===== src/rtl/core/mied_pkg.sv =====
package mied_pkg;

   // Configuration register indexes
   localparam logic [7:0] CSR_LOCAL_ADDR   = 8'd0;
   localparam logic [7:0] CSR_REMOTE_ADDR  = 8'd1;
   localparam logic [7:0] CSR_IFACE_UP     = 8'd2;
   localparam logic [7:0] CSR_MONITOR_MODE = 8'd3;

   localparam int unsigned CSR_INDEX_W = 8;
   localparam int unsigned CSR_DATA_W  = 32;

   localparam logic [7:0]  SP_FLAG       = 8'h80;
   localparam logic [15:0] WORD_MASK     = 16'hffff;
   localparam logic [15:0] MIN_CLAIM_LEN = 16'd28;
   localparam logic [15:0] FULL_HDR_LEN  = 16'd32;
   localparam logic [3:0]  SHORT_STRIP   = 4'd8;
   localparam logic [3:0]  LONG_STRIP    = 4'd12;

   typedef enum logic [2:0] {
      ST_ACCEPTED  = 3'd0,
      ST_NOT_OURS  = 3'd1,
      ST_TOO_SHORT = 3'd2,
      ST_BAD_FLAGS = 3'd3,
      ST_TRUNCATED = 3'd4,
      ST_BAD_CSUM  = 3'd5
   } status_type;

   // Packed with the first field in the highest bits
   typedef struct packed {
      logic [31:0] orig_src;
      logic [31:0] orig_dst;
      logic [15:0] hdr_csum;
      logic [7:0]  hdr_flags;
      logic [7:0]  hdr_proto;
      logic [15:0] packet_len;
      logic [31:0] outer_dst;
      logic [31:0] outer_src;
   } req_type;

   typedef struct packed {
      logic [31:0] error_count;
      logic [47:0] good_bytes;
      logic [31:0] good_packets;
      logic        deliver;
      logic [3:0]  strip_len;
      logic [15:0] inner_len;
      logic [7:0]  inner_proto;
      logic [31:0] inner_dst;
      logic [31:0] inner_src;
      status_type  status;
   } rsp_type;

   typedef struct packed {
      logic [31:0] local_addr;
      logic [31:0] remote_addr;
      logic        iface_up;
      logic        monitor_mode;
   } cfg_type;

   // Verdict and rewritten header of one packet
   typedef struct packed {
      status_type  status;
      logic [31:0] inner_src;
      logic [31:0] inner_dst;
      logic [7:0]  inner_proto;
      logic [15:0] inner_len;
      logic [3:0]  strip_len;
      logic        deliver;
   } verdict_type;

   localparam int unsigned REQ_W = $bits(req_type);
   localparam int unsigned RSP_W = $bits(rsp_type);

endpackage


===== src/rtl/core/mied_classify.sv =====
module mied_classify (
   input  mied_pkg::req_type     req,
   input  mied_pkg::cfg_type     cfg,
   output mied_pkg::verdict_type verdict
);
   import mied_pkg::*;

   logic        with_src;
   logic [18:0] sum_raw;
   logic [16:0] sum_fold1;
   logic [15:0] sum_fold2;
   logic        csum_ok;
   logic        claimed;
   logic [3:0]  strip;

   assign with_src = (req.hdr_flags == SP_FLAG);

   // Sum the header words, then fold the carries back in twice
   always_comb begin
      sum_raw = 19'({req.hdr_proto, req.hdr_flags}) + 19'(req.hdr_csum)
              + 19'(req.orig_dst[31:16]) + 19'(req.orig_dst[15:0]);
      if (with_src) begin
         sum_raw = sum_raw + 19'(req.orig_src[31:16]) + 19'(req.orig_src[15:0]);
      end
      sum_fold1 = 17'(sum_raw[15:0]) + 17'(sum_raw[18:16]);
      sum_fold2 = sum_fold1[15:0] + 16'(sum_fold1[16]);
   end

   assign csum_ok = (sum_fold2 == WORD_MASK);
   assign claimed = (cfg.local_addr != 32'd0) && (cfg.local_addr == req.outer_dst)
                 && (cfg.remote_addr == req.outer_src);
   assign strip   = with_src ? LONG_STRIP : SHORT_STRIP;

   always_comb begin
      verdict = '0;
      if (!cfg.iface_up) begin
         verdict.status = ST_NOT_OURS;
      end else if (req.packet_len < MIN_CLAIM_LEN) begin
         verdict.status = ST_TOO_SHORT;
      end else if (!claimed) begin
         verdict.status = ST_NOT_OURS;
      end else if ((req.hdr_flags & ~SP_FLAG) != 8'd0) begin
         verdict.status = ST_BAD_FLAGS;
      end else if (with_src && (req.packet_len < FULL_HDR_LEN)) begin
         verdict.status = ST_TRUNCATED;
      end else if (!csum_ok) begin
         verdict.status = ST_BAD_CSUM;
      end else begin
         verdict.status      = ST_ACCEPTED;
         verdict.inner_src   = with_src ? req.orig_src : req.outer_src;
         verdict.inner_dst   = req.orig_dst;
         verdict.inner_proto = req.hdr_proto;
         verdict.inner_len   = req.packet_len - 16'(strip);
         verdict.strip_len   = strip;
         verdict.deliver     = !cfg.monitor_mode;
      end
   end

endmodule


===== src/rtl/core/mied_counters.sv =====
module mied_counters (
   input  logic                 clock,
   input  logic                 reset,
   input  logic                 advance,
   input  mied_pkg::status_type status,
   input  logic [15:0]          inner_len,
   output logic [31:0]          good_packets_in,
   output logic [47:0]          good_bytes_in,
   output logic [31:0]          error_count_in
);
   import mied_pkg::*;

   logic [31:0] good_packets_ff;
   logic [47:0] good_bytes_ff;
   logic [31:0] error_count_ff;

   // Next values are also the values shown with the item that causes them
   always_comb begin
      good_packets_in = good_packets_ff;
      good_bytes_in   = good_bytes_ff;
      error_count_in  = error_count_ff;
      case (status)
         ST_ACCEPTED: begin
            good_packets_in = good_packets_ff + 32'd1;
            good_bytes_in   = good_bytes_ff + 48'(inner_len);
         end
         ST_BAD_FLAGS, ST_TRUNCATED, ST_BAD_CSUM: begin
            error_count_in = error_count_ff + 32'd1;
         end
         default: begin
         end
      endcase
   end

   always_ff @(posedge clock) begin
      if (reset) begin
         good_packets_ff <= '0;
         good_bytes_ff   <= '0;
         error_count_ff  <= '0;
      end else if (advance) begin
         good_packets_ff <= good_packets_in;
         good_bytes_ff   <= good_bytes_in;
         error_count_ff  <= error_count_in;
      end
   end

endmodule


===== src/rtl/core/minimal_ip_encap_decapsulator.sv =====
// Channel  Ports              Direction  tdata / tuser contents
// req      req_t*             in         176-bit packet header fields, no tuser
// rsp      rsp_t*             out        208-bit verdict, rewritten header, counters
// csr      csr_we/index/wdata in         plain register write, no read-back
//
// One packet per clock while rsp does not stall: an input register, one pass of
// compare and checksum logic, and an output register. A result is valid on rsp
// once its req transaction has passed the input and then the output register.
// A stalled output holds its transaction while the input register still takes
// one more; req_tready drops only when both registers are full and rsp stalls.
// Synchronous active-high reset clears the valid flags, config and counters.
module minimal_ip_encap_decapsulator (
   input  logic                              clock,
   input  logic                              reset,
   // outer_src, outer_dst, packet_len, hdr_proto, hdr_flags, hdr_csum,
   // orig_dst, orig_src (from bit 0 up)
   input  logic                              req_tvalid,
   output logic                              req_tready,
   input  logic [mied_pkg::REQ_W-1:0]        req_tdata,
   // status, inner_src, inner_dst, inner_proto, inner_len, strip_len,
   // deliver, good_packets, good_bytes, error_count (from bit 0 up)
   output logic                              rsp_tvalid,
   input  logic                              rsp_tready,
   output logic [mied_pkg::RSP_W-1:0]        rsp_tdata,
   input  logic                              csr_we,
   input  logic [mied_pkg::CSR_INDEX_W-1:0]  csr_index,
   input  logic [mied_pkg::CSR_DATA_W-1:0]   csr_wdata
);
   import mied_pkg::*;

   req_type     in_ff;
   logic        in_valid_ff;
   rsp_type     out_ff;
   rsp_type     out_in;
   logic        out_valid_ff;
   cfg_type     cfg_ff;
   verdict_type verdict;
   logic        out_free;
   logic        advance;
   logic [31:0] good_packets_in;
   logic [47:0] good_bytes_in;
   logic [31:0] error_count_in;

   // Output slot frees when empty or being drained this cycle
   assign out_free   = !out_valid_ff || rsp_tready;
   assign advance    = in_valid_ff && out_free;
   assign req_tready = !in_valid_ff || out_free;
   assign rsp_tvalid = out_valid_ff;
   assign rsp_tdata  = out_ff;

   // Configuration writes; unknown indexes drop silently
   always_ff @(posedge clock) begin
      if (reset) begin
         cfg_ff <= '0;
      end else if (csr_we) begin
         unique case (csr_index)
            CSR_LOCAL_ADDR:   cfg_ff.local_addr   <= csr_wdata;
            CSR_REMOTE_ADDR:  cfg_ff.remote_addr  <= csr_wdata;
            CSR_IFACE_UP:     cfg_ff.iface_up     <= csr_wdata[0];
            CSR_MONITOR_MODE: cfg_ff.monitor_mode <= csr_wdata[0];
            default: begin
            end
         endcase
      end
   end

   // Input register: load on accept, empty when moved on
   always_ff @(posedge clock) begin
      if (reset) begin
         in_valid_ff <= 1'b0;
      end else if (req_tvalid && req_tready) begin
         in_valid_ff <= 1'b1;
      end else if (advance) begin
         in_valid_ff <= 1'b0;
      end
   end

   always_ff @(posedge clock) begin
      if (req_tvalid && req_tready) begin
         in_ff <= req_type'(req_tdata);
      end
   end

   mied_classify u_classify (
      .req     (in_ff),
      .cfg     (cfg_ff),
      .verdict (verdict)
   );

   // Counters advance only when the item moves into the output register
   mied_counters u_counters (
      .clock           (clock),
      .reset           (reset),
      .advance         (advance),
      .status          (verdict.status),
      .inner_len       (verdict.inner_len),
      .good_packets_in (good_packets_in),
      .good_bytes_in   (good_bytes_in),
      .error_count_in  (error_count_in)
   );

   always_comb begin
      out_in.status       = verdict.status;
      out_in.inner_src    = verdict.inner_src;
      out_in.inner_dst    = verdict.inner_dst;
      out_in.inner_proto  = verdict.inner_proto;
      out_in.inner_len    = verdict.inner_len;
      out_in.strip_len    = verdict.strip_len;
      out_in.deliver      = verdict.deliver;
      out_in.good_packets = good_packets_in;
      out_in.good_bytes   = good_bytes_in;
      out_in.error_count  = error_count_in;
   end

   // Output register: hold while stalled
   always_ff @(posedge clock) begin
      if (reset) begin
         out_valid_ff <= 1'b0;
      end else if (out_free) begin
         out_valid_ff <= in_valid_ff;
      end
   end

   always_ff @(posedge clock) begin
      if (advance) begin
         out_ff <= out_in;
      end
   end

endmodule


===== config.mk =====
export PLATFORM = sky130hd
export DESIGN_NAME = minimal_ip_encap_decapsulator
export DESIGN_NICKNAME = d
export VERILOG_FILES = /design/src/rtl/core/mied_pkg.sv /design/src/rtl/core/mied_classify.sv /design/src/rtl/core/mied_counters.sv /design/src/rtl/core/minimal_ip_encap_decapsulator.sv
export SDC_FILE = /design/constraint.sdc
export NUM_CORES = 1
export LEC_CHECK = 0
export BUFFER_PORTS_ARGS = -buffer_cell sky130_fd_sc_hd__buf_2
export CORE_MARGIN = 1
export CORE_UTILIZATION = 55
export DETAILED_ROUTE_END_ITERATION = 10
export GPL_TIMING_DRIVEN = 1
export PLACE_DENSITY_LB_ADDON = 0.25
export SETUP_SLACK_MARGIN = 0.5
export SLEW_MARGIN = 20
export SYNTH_ARGS = -nofsm -noshare
export SYNTH_HDL_FRONTEND = slang
export SYNTH_SLANG_ARGS = --single-unit

===== constraint.sdc =====
create_clock -name clock -period 25.2 [get_ports clock]
set_input_delay 5.04 -clock clock [delete_from_list [all_inputs] [get_ports clock]]
set_output_delay 5.04 -clock clock [all_outputs]
set_load 0.05 [all_outputs]

==> metrics.cfg <==
[yosys]
yosysWarnings = 0
synth_xor_area_share_pct = 7.53
synth_top_family_by_area = simple AND/OR/NAND/NOR gates
synthDistinctLibCells = 86
synth_compound_area_share_pct = 10.4
ys_seq_area_share_pct = 55.2
synth_mux_area_share_pct = 0.710
syn_area_per_cell_um2 = 10.7
synth_edf_count = 382
yosys.area_share.simple_pct = 17.4
synthAdderAreaFrac_pct = 6.01
synth-main-ff-cell = edfxtp_1
async_flop_share_pct = 0
netlist_instances = 2541
synth_area_um2 = 27300
ys_ff_latch = 562

[clock_tree]
cts.sinks = 562
post-cts-setup-buffers = 0
clk_latency_ns = 0.63
clock-root-buffer = clkbuf_16
cts-resized-gates = 0
numCtsBuffers = 56
path_clk_slew_ns = 0.06
cts_buffer_depth = 3
cts_htree_levels = 2
cts_tree = built
hold_buffers = 0

[power]
combinationalPowerShare_pct = 30.7
p_seq_share_pct = 38.4
pwr_density_cell_nw_per_um2 = 84.9
p_sw_mw = 0.891
clkPwrFrac_pct = 30.8
power.total_mw = 2.71
p_leak_nw = 12.1
power_switching_share_pct = 32.9
irDropWorstVdd_uv = 64.6
p_int_mw = 1.82

[floorplanning]
die_h_um = 225
fp.dieW_um = 225
core_um2 = 49000
die-area_um2 = 50500
rows = 81
start_util_pct = 55.8
io_pins = 431

[timing]
setup_tns_ns = 0
rsz0062_at_grt = no
max_freq_ghz = 0.0634
timing.final.crit_share_pct = 62.6
worstMarginPinSlew_ns = 1.08
slew_violations = 0
slew_headroom_pct = 27.8
fin_skew_ns = 0.0316
setup_violations = 0
finalHoldViolCount = 0
fin_crit_ns = 15.77

[setup_path]
worstSetupEndpointType = register
crit_fanout = 73
worst-endpoint-required_ns = 25.74
reg2reg_from = in_ff[89]
start_kind = register
critical_path.most_common_cell = ha_1
cp_slowest_cell = or4_1
crit_type = reg2reg
rr_worst_depth = 59
r2r_end = u_counters.good_bytes_ff[46]
r2r_slack_ns = 9.43
cpPeakStageDelay_ns = 0.73
crit_arrival_ns = 16.31

[hold_path]
min_path_type = reg2reg
hold_depth = 2
min_to = cfg_ff[14]
hold_start = cfg_ff[14]

[detailed_routing]
drtAntennaViolNets = 0
viasPerCell = 5.74
drt-total-wl_um = 70100
drcViolationCount = 0
vias = 20900
routedWlPerCell_um = 19.2
drtPass1Iterations = 5
drt_iter0_drc = 1807

[global_route]
grt_max_degree = 119
grt_use_total_pct = 27.2
grt-ovfl-total = 0
grt_pass1_vias = 19700
antenna_found_initial = 9
grt_pass1_wl_um = 107000

[status]
outcome = complete, no violations

[layout]
drive_gt1_share_pct = 19.5
post-route-util_pct = 65.1
synthToLayoutAreaGrowth_pct = 16.8
nets = 3261

[placement]
hpwlAfterDp_um = 51100
place_congestion = 0.943
placement.io_buffers = 428

[run]
cap_viol_max_count = 0

cell usage after synthesis (37+ instances only):
cell type | instances | area [µm²]
fa_1 | 37 | 741
clkbuf_1 | 94 | 353
and2_1 | 55 | 344
nor4_1 | 47 | 294
or3_1 | 80 | 500
edfxtp_1 | 382 | 11500
xnor2_1 | 93 | 815
o31ai_1 | 38 | 285
xor2_1 | 140 | 1230
ha_1 | 72 | 901
nand2_1 | 357 | 1340
nor2_1 | 125 | 469
inv_1 | 80 | 300
a21oi_1 | 234 | 1170
nor3_1 | 59 | 295
dfxtp_1 | 180 | 3600
or4_1 | 47 | 353
nand3_1 | 65 | 325
o21ai_0 | 87 | 435
layout by cell type, fill, tap and decap left out, types with 7 or more instances in the layout:
| master | instances |
|---|---|
| a21o_1 | 21 |
| a21oi_1 | 234 |
| a31oi_1 | 9 |
| and2_1 | 54 |
| and3_1 | 34 |
| buf_2 | 427 |
| buf_4 | 13 |
| clkbuf_16 | 57 |
| clkbuf_8 | 7 |
| clkinv_1 | 7 |
| clkinv_2 | 18 |
| dfxtp_1 | 180 |
| edfxtp_1 | 382 |
| fa_1 | 37 |
| ha_1 | 72 |
| inv_1 | 78 |
| mux2_2 | 11 |
| mux2i_1 | 7 |
| nand2_1 | 357 |
| nand2b_1 | 7 |
| nand3_1 | 65 |
| nand4_1 | 23 |
| nor2_1 | 125 |
| nor2b_1 | 13 |
| nor3_1 | 59 |
| nor4_1 | 46 |
| o211ai_1 | 8 |
| o21a_1 | 8 |
| o21ai_0 | 87 |
| o21bai_1 | 11 |
| o31ai_1 | 38 |
| or2_2 | 9 |
| or3_1 | 80 |
| or4_1 | 46 |
| xnor2_1 | 93 |
| xor2_1 | 140 |
stage by stage:
stage | std cells | hold WS [ns] | setup WS, ns | instance area (µm²)
after floorplan | 2542 | 0.448 | 11.86 | 27300
after global placement | 3536 | 0.454 | 10.09 | 30000
after detailed placement | 3536 | 0.459 | 9.58 | 30000
after CTS | 3641 | 0.468 | 9.50 | 31800
after global routing | 3643 | 0.479 | 8.24 | 31900
final | 3646 | 0.469 | 9.43 | 31900
worst max-delay path by stage:
stage / startpoint / end / slack, ns
6_report: in_ff[89] / u_counters.good_bytes_ff[46] / 9.43
5_1_grt: in_ff[89] / u_counters.good_bytes_ff[46] / 8.24
4_1_cts: in_ff[89] / u_counters.good_bytes_ff[46] / 9.50
3_5_place_dp: in_ff[89] / u_counters.good_bytes_ff[46] / 9.58
3_3_place_gp: in_ff[89] / u_counters.good_bytes_ff[46] / 10.09
2_1_floorplan: in_ff[89] / u_counters.good_bytes_ff[46] / 11.86
state kept, by name, indices dropped and copies added (netlist names):
signal and flops:
rsp_tdata 206, in_valid_ff 1, u_counters.error_count_ff 32, cfg_ff 66, in_ff 176, rsp_tvalid 1
u_counters.good_bytes_ff 48, u_counters.good_packets_ff 32
worst max-delay path, delay by kind of cell (launching register included):
family,cells,cell delay (ns)
adders and majority gates,10,3.36
buffers and inverters,4,0.95
DFF,1,0.41
xor gates and xnor gates,2,0.59
and+or+nand+nor,19,5.06
AOI/OAI and AO/OA,24,5.29
layout make-up:
cell class / instances / area, µm²
diodes: 4 / 10.0
clock buffers: 70 / 1550
clock inverters: 35 / 313
fillers: 3854 / 17100
inverters: 82 / 320
multi-input cells: 1787 / 11500
flip-flops and latches: 562 / 15100
well taps: 664 / 831
repair buffers: 442 / 2270
power groups by stage:
stage / clock network [mW] / registers [mW] / logic (mW)
5_1_grt: 0.882 / 1.04 / 0.907
3_5_place_dp: 0 / 1.06 / 0.817
4_1_cts: 0.847 / 1.04 / 0.822
3_3_place_gp: 0 / 1.06 / 0.799
2_1_floorplan: 0 / 1.12 / 0.570
6_report: 0.835 / 1.04 / 0.831
cells by family after synthesis:
| logic type | count (synthesis) |
|---|---|
| adder cells (fa/ha/maj) | 109 |
| AO/OA/AOI/OAI | 474 |
| buffers and inverters | 193 |
| XOR/XNOR | 234 |
| multiplexers | 18 |
| other | 1 |
| AND/OR/NAND/NOR | 950 |
| flip-flops | 562 |
routing by layer:
layer  vias up  GRT usage (%)  share of wire (%)
met5         -              0               0.11
met4        12           8.27                2.8
met3       133           5.68                7.2
met2       770           45.7                 49
met1     10100           35.1                 41
li1       9937              -                  -
Note: power is estimated with default switching activity, not from simulation.
